===== src/mcg_pkg.sv =====
// Shared types, codes and reset values for the multi-click gesture classifier.
// Used by mcg_core and multi_click_gesture_classifier; depends on nothing else.
package mcg_pkg;

    localparam int NOW_W    = 31;
    localparam int KEY_W    = 2;
    localparam int ACTION_W = 4;
    localparam int COUNT_W  = 4;
    localparam int WIN_W    = 20;
    localparam int SPAN_W   = 24;
    localparam int DIFF_W   = NOW_W + 1;
    localparam int CFG_IDX_W  = 3;
    localparam int CFG_DATA_W = 24;
    localparam int S_TDATA_W  = 40;
    localparam int M_TDATA_W  = 8;

    localparam logic [COUNT_W-1:0] COUNT_MAX = 4'd15;

    // Key event codes; the unused codes act as no event.
    localparam logic [KEY_W-1:0] KEY_PRESS   = 2'd1;
    localparam logic [KEY_W-1:0] KEY_RELEASE = 2'd2;

    // Configuration register indexes.
    localparam logic [CFG_IDX_W-1:0] REG_IDLE_WINDOW = 3'd0;
    localparam logic [CFG_IDX_W-1:0] REG_HOLD_NOTICE = 3'd1;
    localparam logic [CFG_IDX_W-1:0] REG_SETTLE      = 3'd2;
    localparam logic [CFG_IDX_W-1:0] REG_VERY_LONG   = 3'd3;
    localparam logic [CFG_IDX_W-1:0] REG_LONG        = 3'd4;

    localparam logic [WIN_W-1:0]  IDLE_WINDOW_RST = 20'd30000;
    localparam logic [WIN_W-1:0]  HOLD_NOTICE_RST = 20'd30000;
    localparam logic [WIN_W-1:0]  SETTLE_RST      = 20'h02711;
    localparam logic [SPAN_W-1:0] VERY_LONG_RST   = 24'h0249f1;
    localparam logic [SPAN_W-1:0] LONG_RST        = 24'h015f91;

    // Result action codes.
    localparam logic [ACTION_W-1:0] ACT_NONE         = 4'd0;
    localparam logic [ACTION_W-1:0] ACT_HOLD_NOTICE  = 4'd1;
    localparam logic [ACTION_W-1:0] ACT_SINGLE       = 4'd2;
    localparam logic [ACTION_W-1:0] ACT_SINGLE_HOLD  = 4'd3;
    localparam logic [ACTION_W-1:0] ACT_DOUBLE       = 4'd4;
    localparam logic [ACTION_W-1:0] ACT_TRIPLE       = 4'd5;
    localparam logic [ACTION_W-1:0] ACT_REBOOT       = 4'd6;
    localparam logic [ACTION_W-1:0] ACT_ACTIVATE     = 4'd7;
    localparam logic [ACTION_W-1:0] ACT_VERY_LONG    = 4'd8;
    localparam logic [ACTION_W-1:0] ACT_LONG         = 4'd9;

    typedef struct packed {
        logic [WIN_W-1:0]  idle_window_ms;
        logic [WIN_W-1:0]  hold_notice_ms;
        logic [WIN_W-1:0]  settle_ms;
        logic [SPAN_W-1:0] very_long_press_ms;
        logic [SPAN_W-1:0] long_press_ms;
    } mcg_cfg_t;

    typedef struct packed {
        logic [NOW_W-1:0]   press_time;
        logic [NOW_W-1:0]   release_time;
        logic [COUNT_W-1:0] click_count;
        logic               hold_noted;
        logic               halted;
    } mcg_state_t;

    // Signed difference of two time stamps.
    function automatic logic signed [DIFF_W-1:0] time_diff(
        input logic [NOW_W-1:0] a,
        input logic [NOW_W-1:0] b
    );
        time_diff = $signed({1'b0, a}) - $signed({1'b0, b});
    endfunction

endpackage


===== src/multi_click_gesture_classifier.sv =====
// Multi-click touch-key gesture classifier, top level.
// Instantiates mcg_core; depends on mcg_pkg.

// Each input transfer carries a millisecond time stamp, a key event and a gate
// flag, and yields exactly one result transfer with an action code and the
// stopped flag. The block takes one item per clock cycle unless the result side
// applies back pressure: an item is captured in the input register, is classified
// against the gesture state in a single pass, and its result waits in the output
// register until it is taken. Throughput is limited only by
// back pressure on the result side. Configuration writes take effect at once
// and belong between items while the block is idle. After a quadruple or
// five-plus burst the block stops and answers every further item with no
// action and the stopped flag set, until reset.
module multi_click_gesture_classifier (
    input  logic                              clk,
    input  logic                              rst_n,
    input  logic                              s_tvalid,
    output logic                              s_tready,
    // [30:0] now_ms, [32:31] key_event, [39:33] zero
    input  logic [mcg_pkg::S_TDATA_W-1:0]     s_tdata,
    // [0] processing_allowed
    input  logic                              s_tuser,
    output logic                              m_tvalid,
    input  logic                              m_tready,
    // [3:0] action, [4] stopped, [7:5] zero
    output logic [mcg_pkg::M_TDATA_W-1:0]     m_tdata,
    input  logic                              cfg_valid,
    output logic                              cfg_ready,
    input  logic [mcg_pkg::CFG_IDX_W-1:0]     cfg_index,
    input  logic [mcg_pkg::CFG_DATA_W-1:0]    cfg_data
);
    import mcg_pkg::*;

    mcg_cfg_t             cfg_reg;
    mcg_state_t           state_reg;
    mcg_state_t           state_next;
    logic                 in_valid_reg;
    logic [NOW_W-1:0]     now_reg;
    logic [KEY_W-1:0]     key_reg;
    logic                 allowed_reg;
    logic                 out_valid_reg;
    logic [ACTION_W-1:0]  action_reg;
    logic                 stopped_reg;
    logic [ACTION_W-1:0]  action_next;
    logic                 advance;
    logic                 in_xfer;

    assign advance   = in_valid_reg && (!out_valid_reg || m_tready);
    assign s_tready  = !in_valid_reg || advance;
    assign in_xfer   = s_tvalid && s_tready;
    assign cfg_ready = 1'b1;

    assign m_tvalid = out_valid_reg;
    assign m_tdata  = {{(M_TDATA_W-ACTION_W-1){1'b0}}, stopped_reg, action_reg};

    mcg_core u_core (
        .cfg                (cfg_reg),
        .state              (state_reg),
        .now_ms             (now_reg),
        .key_event          (key_reg),
        .processing_allowed (allowed_reg),
        .state_next         (state_next),
        .action             (action_next)
    );

    always_ff @(posedge clk or negedge rst_n)
    begin
        if (!rst_n)
        begin
            cfg_reg.idle_window_ms     <= IDLE_WINDOW_RST;
            cfg_reg.hold_notice_ms     <= HOLD_NOTICE_RST;
            cfg_reg.settle_ms          <= SETTLE_RST;
            cfg_reg.very_long_press_ms <= VERY_LONG_RST;
            cfg_reg.long_press_ms      <= LONG_RST;
        end
        else if (cfg_valid)
        begin
            case (cfg_index)
                REG_IDLE_WINDOW: cfg_reg.idle_window_ms     <= cfg_data[WIN_W-1:0];
                REG_HOLD_NOTICE: cfg_reg.hold_notice_ms     <= cfg_data[WIN_W-1:0];
                REG_SETTLE:      cfg_reg.settle_ms          <= cfg_data[WIN_W-1:0];
                REG_VERY_LONG:   cfg_reg.very_long_press_ms <= cfg_data[SPAN_W-1:0];
                REG_LONG:        cfg_reg.long_press_ms      <= cfg_data[SPAN_W-1:0];
                default:         cfg_reg <= cfg_reg;
            endcase
        end
    end

    always_ff @(posedge clk or negedge rst_n)
    begin
        if (!rst_n)
        begin
            state_reg     <= '0;
            in_valid_reg  <= 1'b0;
            out_valid_reg <= 1'b0;
        end
        else
        begin
            if (in_xfer)
                in_valid_reg <= 1'b1;
            else if (advance)
                in_valid_reg <= 1'b0;

            if (advance)
            begin
                state_reg     <= state_next;
                out_valid_reg <= 1'b1;
            end
            else if (m_tready)
                out_valid_reg <= 1'b0;
        end
    end

    // Payload registers need no reset.
    always_ff @(posedge clk)
    begin
        if (in_xfer)
        begin
            now_reg     <= s_tdata[NOW_W-1:0];
            key_reg     <= s_tdata[NOW_W+KEY_W-1:NOW_W];
            allowed_reg <= s_tuser;
        end
        if (advance)
        begin
            action_reg  <= action_next;
            stopped_reg <= state_next.halted;
        end
    end

endmodule


===== src/mcg_core.sv =====
// Next-state and action logic for one gesture item.
// Depends on mcg_pkg.
module mcg_core (
    input  mcg_pkg::mcg_cfg_t                cfg,
    input  mcg_pkg::mcg_state_t              state,
    input  logic [mcg_pkg::NOW_W-1:0]        now_ms,
    input  logic [mcg_pkg::KEY_W-1:0]        key_event,
    input  logic                             processing_allowed,
    output mcg_pkg::mcg_state_t              state_next,
    output logic [mcg_pkg::ACTION_W-1:0]     action
);
    import mcg_pkg::*;

    mcg_state_t                st1;
    logic signed [DIFF_W-1:0]  idle_diff;
    logic signed [DIFF_W-1:0]  held_diff;
    logic signed [DIFF_W-1:0]  span;
    logic signed [DIFF_W-1:0]  since_release;
    logic                      restart;
    logic                      hold_hit;
    logic                      decide_hit;
    logic [ACTION_W-1:0]       decided;
    logic                      stop_now;

    assign idle_diff = time_diff(now_ms, state.press_time);
    assign restart   = idle_diff > $signed({{(DIFF_W-WIN_W){1'b0}}, cfg.idle_window_ms});

    // Apply the key event first; the checks below see the updated times.
    always_comb
    begin
        st1 = state;
        case (key_event)
            KEY_PRESS:
            begin
                if (restart)
                begin
                    st1.release_time = '0;
                    st1.click_count  = '0;
                end
                if (st1.click_count != COUNT_MAX)
                    st1.click_count = st1.click_count + 4'd1;
                st1.press_time = now_ms;
            end
            KEY_RELEASE:
                st1.release_time = now_ms;
            default:
                st1 = state;
        endcase
    end

    assign held_diff     = time_diff(now_ms, st1.press_time);
    assign span          = time_diff(st1.release_time, st1.press_time);
    assign since_release = time_diff(now_ms, st1.release_time);

    assign hold_hit = (st1.click_count == 4'd1) && !st1.hold_noted
                      && (st1.release_time == '0)
                      && (held_diff > $signed({{(DIFF_W-WIN_W){1'b0}}, cfg.hold_notice_ms}));
    assign decide_hit = (span > 0)
                      && (since_release >= $signed({{(DIFF_W-WIN_W){1'b0}}, cfg.settle_ms}));

    always_comb
    begin
        stop_now = 1'b0;
        if (span >= $signed({{(DIFF_W-SPAN_W){1'b0}}, cfg.very_long_press_ms}))
            decided = ACT_VERY_LONG;
        else if (span >= $signed({{(DIFF_W-SPAN_W){1'b0}}, cfg.long_press_ms}))
            decided = ACT_LONG;
        else
        begin
            case (st1.click_count)
                4'd1:    decided = st1.hold_noted ? ACT_SINGLE_HOLD : ACT_SINGLE;
                4'd2:    decided = ACT_DOUBLE;
                4'd3:    decided = ACT_TRIPLE;
                4'd4:
                begin
                    decided  = ACT_REBOOT;
                    stop_now = 1'b1;
                end
                default:
                begin
                    decided  = ACT_ACTIVATE;
                    stop_now = 1'b1;
                end
            endcase
        end
    end

    always_comb
    begin
        state_next = state;
        action     = ACT_NONE;
        if (!state.halted && processing_allowed)
        begin
            state_next = st1;
            if (st1.click_count != '0)
            begin
                if (hold_hit)
                begin
                    state_next.hold_noted = 1'b1;
                    action                = ACT_HOLD_NOTICE;
                end
                else if (decide_hit)
                begin
                    action                 = decided;
                    state_next.click_count = '0;
                    state_next.hold_noted  = 1'b0;
                    state_next.halted      = stop_now;
                end
            end
        end
    end

endmodule


===== config.mk =====
export PLATFORM = sky130hd
export DESIGN_NAME = multi_click_gesture_classifier
export DESIGN_NICKNAME = d
export VERILOG_FILES = /design/src/mcg_pkg.sv /design/src/multi_click_gesture_classifier.sv /design/src/mcg_core.sv
export SDC_FILE = /design/constraint.sdc
export NUM_CORES = 1
export LEC_CHECK = 0
export BUFFER_PORTS_ARGS = -buffer_cell sky130_fd_sc_hd__buf_2
export CAP_MARGIN = 20
export CORE_ASPECT_RATIO = 0.9
export CORE_MARGIN = 1
export CORE_UTILIZATION = 38
export CTS_CLUSTER_DIAMETER = 50
export DETAILED_ROUTE_END_ITERATION = 10
export GPL_TIMING_DRIVEN = 0
export HOLD_SLACK_MARGIN = 0.1
export MAX_ROUTING_LAYER = met4
export PLACE_DENSITY_LB_ADDON = 0.1
export SYNTH_ARGS = -nofsm -noshare
export SYNTH_HDL_FRONTEND = slang
export SYNTH_SLANG_ARGS = --single-unit

===== constraint.sdc =====
create_clock -name clk -period 17.4 [get_ports clk]
set_clock_uncertainty 0.1 [all_clocks]
set_input_delay 0.87 -clock clk [delete_from_list [all_inputs] [get_ports clk]]
set_output_delay 0.87 -clock clk [all_outputs]
set_load 0.1 [all_outputs]

==> results of run 1 <==
metrics by stage:
| step | power, mW | setup slack [ns] |
|---|---|---|
| after floorplan | 1.92 | 8.81 |
| after global placement | 2.39 | 5.51 |
| after global routing | 3.41 | 4.64 |
| after detailed placement | 2.43 | 5.53 |
| after CTS | 3.16 | 5.41 |
| final | 3.16 | 5.38 |
metal layers:
metal  vias up  GRT usage [%]  share of wire (%)
met5         -              -                  0
met4         0           6.85                2.0
met3        69           3.30                6.4
met2       557           40.1                 44
met1      8443           37.0                 48
li1       8418              -                  -
worst max-delay path, delay by kind of cell (launching register included):
family / cells / cell delay [ns]
adders and majority gates: 5 / 1.80
xor gates and xnor gates: 2 / 0.36
AOI/OAI and AO/OA: 18 / 4.67
and+or+nand+nor: 13 / 3.66
DFF: 1 / 0.59
buffers and inverters: 3 / 0.64
power groups by stage:
stage          Sequential, mW  Clock [mW]  Combinational, mW
5_1_grt                 0.718       0.748               1.95
3_3_place_gp            0.712           0               1.68
2_1_floorplan           0.689           0               1.23
4_1_cts                 0.705       0.731               1.73
6_report                0.708       0.717               1.73
3_5_place_dp            0.714           0               1.71
final cells by class:
type	count	area [um2]
Multi-Input combinational cell	1749	12000
Timing Repair Buffer	74	403
Clock inverter	20	228
Buffer	87	350
Clock buffer	42	965
Inverter	207	777
Fill cell	4872	27100
Tap cell	624	781
Sequential cell	217	5670
placed cells by master (no fill, tap or decap), types with 24 or more instances in the layout:
master	count
sky130_fd_sc_hd__nor2b_1	27
sky130_fd_sc_hd__mux2_2	36
sky130_fd_sc_hd__inv_1	207
sky130_fd_sc_hd__buf_2	76
sky130_fd_sc_hd__ha_1	235
sky130_fd_sc_hd__nor4_1	24
sky130_fd_sc_hd__mux2i_1	33
sky130_fd_sc_hd__o21a_1	30
sky130_fd_sc_hd__nand3_1	42
sky130_fd_sc_hd__nand2_1	272
sky130_fd_sc_hd__xor2_1	34
sky130_fd_sc_hd__a22oi_1	35
sky130_fd_sc_hd__nor3_1	29
sky130_fd_sc_hd__edfxtp_1	39
sky130_fd_sc_hd__clkbuf_16	37
sky130_fd_sc_hd__o21ai_0	254
sky130_fd_sc_hd__a21o_1	49
sky130_fd_sc_hd__dfstp_2	39
sky130_fd_sc_hd__clkbuf_1	79
sky130_fd_sc_hd__a21oi_1	175
sky130_fd_sc_hd__nor2_1	99
sky130_fd_sc_hd__xnor2_1	45
sky130_fd_sc_hd__nand4_1	45
sky130_fd_sc_hd__dfrtp_1	139
how the worst max path moves through the flow:
| stage | start | endpoint | slack, ns | cells past startpoint |
|---|---|---|---|---|
| floorplan | now_reg[0]$_DFFE_PP_ | stopped_reg$_DFFE_PP_ | 8.81 | 44 |
| global placement | now_reg[0]$_DFFE_PP_ | stopped_reg$_DFFE_PP_ | 5.51 | 41 |
| detailed placement | now_reg[0]$_DFFE_PP_ | action_reg[2]$_SDFFCE_PP0P_ | 5.53 | 41 |
| CTS | now_reg[0]$_DFFE_PP_ | action_reg[2]$_SDFFCE_PP0P_ | 5.41 | 41 |
| global route | now_reg[0]$_DFFE_PP_ | action_reg[2]$_SDFFCE_PP0P_ | 4.64 | 41 |
| finish | now_reg[0]$_DFFE_PP_ | action_reg[2]$_SDFFCE_PP0P_ | 5.38 | 41 |
logic make-up (layout without fill, tap and decap cells):
| family | after synthesis | count (layout) | share of synthesized area (%) |
|---|---|---|---|
| mux | 71 | 71 | 4.04 |
| other cells | 2 | 4 | 0.0400 |
| simple gates | 629 | 629 | 16.0 |
| compound gates | 727 | 727 | 23.9 |
| fa+ha+maj | 239 | 239 | 16.1 |
| flops | 217 | 217 | 30.2 |
| buf+inv | 294 | 430 | 6.00 |
| xor+xnor | 79 | 79 | 3.68 |
==> results.md, run 1 <==
* Final period util at 69.1%
* Clock latency at the later pin of the worst-skew pair at roughly 0.56 ns
* DRC violations left at 0
* Most instantiated flip-flop cell in the synthesis netlist: sky130_fd_sc_hd__dfrtp_1
* Width of the die at 236 um
* # setup viols final at 0
* Signal arrival time at the worst endpoint at approximately 12 ns
* Slack of the worst reg-to-reg path at between 5 and 6 ns
* Max FO, Critical Path at 10
* Critical path class: register to register
* Utilization of the core after routing at 43.8%
* Final min period at roughly 12 ns
* Vias at 17.5k
* Fraction of the yosys area taken by sequential cells at 30.2%
* Initial Utilization at between 30% and 40%
* Count leader, synth: sky130_fd_sc_hd__nand2_1
* H-Tree Depth at 2
* Combinational power share at 54.9%
* Fmax achieved at about 83 MHz
* Number of placed I/O pins at 84
* DRT Wirelength at approximately 64000 um
* Proportion of layout cells with a drive suffix above 1 at 9.56%
* Hold buffer count at CTS at 0
* Worst relative slew slack at 36.6%
* Core Region at 48300 um2
* Sw Share at 45.1%
* Maximum number of pins on one net before global-route repair at 106
* Gr usage total at a little over a quarter
* Antenna violations before repair at 2
* RSZ-0062 raised after global routing: false
* Port-buffer cells at 72
* Root buffer selected by CTS: sky130_fd_sc_hd__clkbuf_16
* Int Pwr at 1.73 mW
* Critical path data required time at approximately 18 ns
* Syn avg cell area at 8.32 um2
* Final cell count without fillers at between 3k and 4k
* Final design area excluding fillers at 21200 um2
* Vias in the first global route at 16.5k
* Slew at the pin closest to its max-slew limit at 0.951 ns
* Number of nets still failing antenna checks after routing at 0
* Min-delay worst type: primary input to async pin
* Max Slew Vio Count at 0
* Vertical die dimension at around 210 um
* Async set-reset flop share out of synthesis at 82.0%
* Crit path largest cell delay at 0.66 ns
* Post-CTS setup buffers at 0
* Max reg flops at 108
* CTS sink count at 217
* Highest ir drop seen on vdd at 0.0000818 V
* Clock share of power at 22.7%
* TritonCTS clock tree: yes
* Relative contribution of sequential cells to total power at between 20% and 30%
* Detailed router's first-iteration violation count at between 1k and 1.5k
* Yosys Warn Count at 0
* Synth area leaders: sky130_fd_sc_hd__dfrtp_1 19%, sky130_fd_sc_hd__ha_1 16%, sky130_fd_sc_hd__o21ai_0 6.8%
* Net count reported at finish at 2682
* Detailed placement HPWL at 51600 um
* Setup TNS at 0 ns
* Run status: finished clean
* Sort of element at the end of the critical path: register
* Total die area at between 50000 and 60000 um2
* Routability Congestion at 0.956
* Drt pass-1 iters at 5
* Netlist cell types at 79
* Final-layout worst hold slack at 0.189 ns
* Dpl cell area at 20000 um2
* Clock Pin Slew Worst Setup and Hold Paths at roughly 0.06 ns
* Global-route wire length before repair at 98700 um
* Reg2Reg Depth at slightly above 40
* Vias per std cell at 5.79
* Area growth syn-to-layout at 12.7%
* FF+latch count, synth at 217
* Endpoint of the lowest-slack register-to-register path: action_reg[2]$_SDFFCE_PP0P_
* Count of max-cap constraint violations at 0
* Critical R2R Launch: now_reg[0]$_DFFE_PP_
* Wire length per cell at 21.2 um
* Number of core rows at 76
* Number of cells after detailed placement at ~3.0k
* Power density relative to cell area at 149 nW/um2
* Worst path slowest cell: sky130_fd_sc_hd__nor3_1
* Top cell type by total area after synthesis: sky130_fd_sc_hd__dfrtp_1
* Inserted Diodes at 0
* Number of buffers on the longest clock path at 3
* Leakage component of the power at 9.32 nW
* Clock buffers created by TritonCTS at 34
* Area share of the largest cell type after synthesis at between 10% and 20%
* Cell area after synthesis at ~19000 um2
* Number of hold violations in the final report at 0
* Resized cells post-CTS at 0
* EDFF count, synth at 39
* NetSw at 1.42 mW
* Critical Path Start Type: register
* Remaining global-route overflow at 0
* Synthesized instance count at 2258
* Most common library cells after synthesis: 272 x sky130_fd_sc_hd__nand2_1, 254 x sky130_fd_sc_hd__o21ai_0, 235 x sky130_fd_sc_hd__ha_1
Note: power is estimated with default switching activity, not from simulation.
==> inputs of run 2 (changes only) <==
==> constraint.sdc (replaced) <==
create_clock -name clk -period 9.8 [get_ports clk]
set_clock_uncertainty 0.1 [all_clocks]
set_input_delay 0.49 -clock clk [delete_from_list [all_inputs] [get_ports clk]]
set_output_delay 0.49 -clock clk [all_outputs]
set_load 0.1 [all_outputs]
==> run 2 against run 1 <==
  * First-iteration DRC count grew 7.4%
  * Combinational power up 92%
  * Cell count rose by 2.7%
  * Flip-flop and latch count stayed put
  * Sequential power increased by 77%
  * Total power grew 85%
  * Worst hold slack got worse by 0.036 ns
  * Core utilization is 2.7 points higher
  * Clock-buffer cell count did not move
  * Non-clock buffer count increased by 81
  * Critical path type unchanged
  * Largest cell class unchanged
  * Largest power group unchanged
  * Highest routed layer unchanged
==> results.md, run 2 (synthesis gave the netlist of run 1 again) <==
* Area growth syn-to-layout at 19.7%
* Number of buffer and inverter instances along the worst setup path at 5 (+2)
* Detailed router's first-iteration violation count at 1530 (+7.4%)
* Clock Pin Slew Worst Setup and Hold Paths at 0.05 ns (about the same)
* Vias per std cell at 5.79 (about the same)
* Setup TNS at 0 ns (unchanged)
* Final design area excluding fillers at 22500 um2 (+6.2%)
* # fillers at 4789 (-1.7%)
* H-Tree Depth at 2 (unchanged)
* TritonCTS clock tree: yes
* Port-buffer cells at 72 (unchanged)
* Vias in the first global route at 16.8k (+2.1%)
* Clock buffers created by TritonCTS at 34 (unchanged)
* DRT Wirelength at 66200 um (+3.2%)
* Final-layout worst hold slack at 0.153 ns (-0.0365 ns)
* Global-route wire length before repair at 101000 um (+2.2%)
* Initial Utilization at 38.9% (unchanged)
* Vertical die dimension at 213 um (unchanged)
* Max FO, Critical Path at 6 (-4)
* Proportion of layout cells with a drive suffix above 1 at 15.1% (+5.5 points)
* Signal arrival time at the worst endpoint at 9.78 ns (-2.52 ns)
* Dpl cell area at 20000 um2 (unchanged)
* Detailed-routing wirelength on met1 at 31300 um (+2.2%)
* Critical Path Start Type: register
* DRC violations left at 0 (unchanged)
* Worst relative slew slack at 34.8% (-1.8 points)
* Number of core rows at 76 (unchanged)
* Worst path slowest cell: sky130_fd_sc_hd__edfxtp_1
* Routability Congestion at 0.956 (unchanged)
* Run status: finished clean
* Multi-input logic area at 12500 um2 (+4.6%)
* Final period util at 97.2% (+28 points)
* Width of the die at 236 um (unchanged)
* Critical path data required time at 10.06 ns (-7.62 ns)
* Maximum number of pins on one net before global-route repair at 106 (unchanged)
* # setup viols final at 0 (unchanged)
* Count of max-cap constraint violations at 0 (unchanged)
* Leading cell type in the layout, fill and taps excluded: sky130_fd_sc_hd__nand2_1
* Wire length per cell at 21.3 um (+0.48%)
* Remaining global-route overflow at 0 (unchanged)
* Antenna violations before repair at 2 (unchanged)
* Min-delay worst type: primary input to register
* Sort of element at the end of the critical path: register
* Number of nets still failing antenna checks after routing at 0 (unchanged)
* Fmax achieved at 105 MHz (+26%)
* Max reg flops at 108 (unchanged)
* Clock latency at the later pin of the worst-skew pair at 0.55 ns (about the same)
* Detailed placement HPWL at 51600 um (unchanged)
* CTS sink count at 217 (unchanged)
* Largest delay contributor family on the critical path: compound AO/OA/AOI/OAI gates
* Leading cell types in the layout, fill and taps excluded: 267 x sky130_fd_sc_hd__nand2_1, 239 x sky130_fd_sc_hd__o21ai_0, 222 x sky130_fd_sc_hd__ha_1
* Critical path class: register to register
* Number of hold violations in the final report at 0 (unchanged)
* Inserted Diodes at 0 (unchanged)
* Number of cells after detailed placement at 2958 (unchanged)
* Root buffer selected by CTS: sky130_fd_sc_hd__clkbuf_16
* Slew at the pin closest to its max-slew limit at 0.978 ns (+0.0275 ns)
* Final cell count without fillers at 3101 (+2.7%)
* Highest ir drop seen on vdd at 0.000147 V (+80%)
* Core Region at 48300 um2 (unchanged)
* Net count reported at finish at 2763 (+3.0%)
* Number of buffers on the longest clock path at 3 (unchanged)
* Register area at 5670 um2 (unchanged)
* Drt pass-1 iters at 6 (+1)
* Vias at 17.9k (+2.6%)
* Gr usage total at 27.0% (+0.61 points)
* Power density relative to cell area at 260 nW/um2 (+75%)
* Metal2 WL at 29100 um (+3.3%)
* Number of placed I/O pins at 84 (unchanged)
* Total die area at 50300 um2 (unchanged)
* Leakage component of the power at 9.83 nW (+5.5%)
* Highest Signal Layer: met4
* Final min period at 9.52 ns (-2.50 ns)
* Max Slew Vio Count at 0 (unchanged)
* Crit path largest cell delay at 0.49 ns (-0.17 ns)
* DR WL met3 at 4220 um (+3.1%)
-- run 2: changes by cell type in the layout (fill, tap and decap cells not counted), moves of 9 or more --
cell	previous run	this run
sky130_fd_sc_hd__buf_4	5	51
sky130_fd_sc_hd__a21oi_2	0	15
sky130_fd_sc_hd__a21oi_1	175	159
sky130_fd_sc_hd__o21ai_0	254	239
sky130_fd_sc_hd__o21ai_1	2	11
sky130_fd_sc_hd__ha_1	235	222
sky130_fd_sc_hd__ha_2	0	11
sky130_fd_sc_hd__dlygate4sd3_1	0	40
-- run 2: power by group --
part	switching, mW	internal [mW]	total (mW)
logic	2.03	1.30	3.33
clock network	0.481	0.793	1.27
registers	0.127	1.12	1.25
-- run 2: cell type report --
type / instances / share of cell area, %
Multi-Input combinational cell: 1749 / 55.8
Sequential cell: 217 / 25.2
Timing Repair Buffer: 162 / 5.24
Clock buffer: 42 / 4.29
Tap cell: 624 / 3.47
Inverter: 207 / 3.46
Buffer: 80 / 1.51
Clock inverter: 20 / 1.01
-- run 2: timing repair --
action | 4_1_cts | 5_1_grt
setup endpoints to repair | 11 | 11
hold buffers | 40 | 0
hold endpoints to repair | 90 | 0
resized for setup | 60 | 81
setup buffers | 17 | 31
pin swaps | 16 | 43
-- run 2: worst reg2reg max path, delay by kind of cell, from the launching register on --
kind | cells | cell delay [ns]
adders and majority gates | 5 | 1.36
AOI/OAI and AO/OA | 17 | 3.58
and+or+nand+nor | 15 | 2.56
buffers and inverters | 5 | 0.75
DFF | 1 | 0.49
xor gates and xnor gates | 2 | 0.48
-- run 2: metrics by stage --
stage	setup slack, ns	power, mW	utilization [%]
after detailed placement	-2.07	4.31	41.4
after global placement	-2.09	4.25	41.3
after global routing	-0.0653	6.30	46.5
after floorplan	1.21	3.41	-
after CTS	0.00430	5.72	45.4
final	0.277	5.85	46.5
-- run 2: routing by layer --
metal	vias up	global-route usage (%)
met5	-	-
met4	0	7.14
met3	96	3.71
met2	575	41.1
met1	8697	37.5
li1	8572	-
-- run 2: final timing paths --
check	slack [ns]	startpoint	endpoint	depth (start not counted)
hold reg to reg	0.39	in_valid_reg$_DFFE_PN0P_	m_tvalid$_DFFE_PN0P_	1
setup reg to reg	0.28	now_reg[0]$_DFFE_PP_	action_reg[1]$_SDFFCE_PP0P_	44
max in group asynchronous	8.21	rst_n	state_reg[13]$_DFFE_PN0P_	3
min in group asynchronous	0.42	rst_n	cfg_reg[18]$_DFFE_PN0P_	2
setup / recovery	0.28	now_reg[0]$_DFFE_PP_	action_reg[1]$_SDFFCE_PP0P_	44
hold / removal	0.15	m_tready	m_tvalid$_DFFE_PN0P_	3
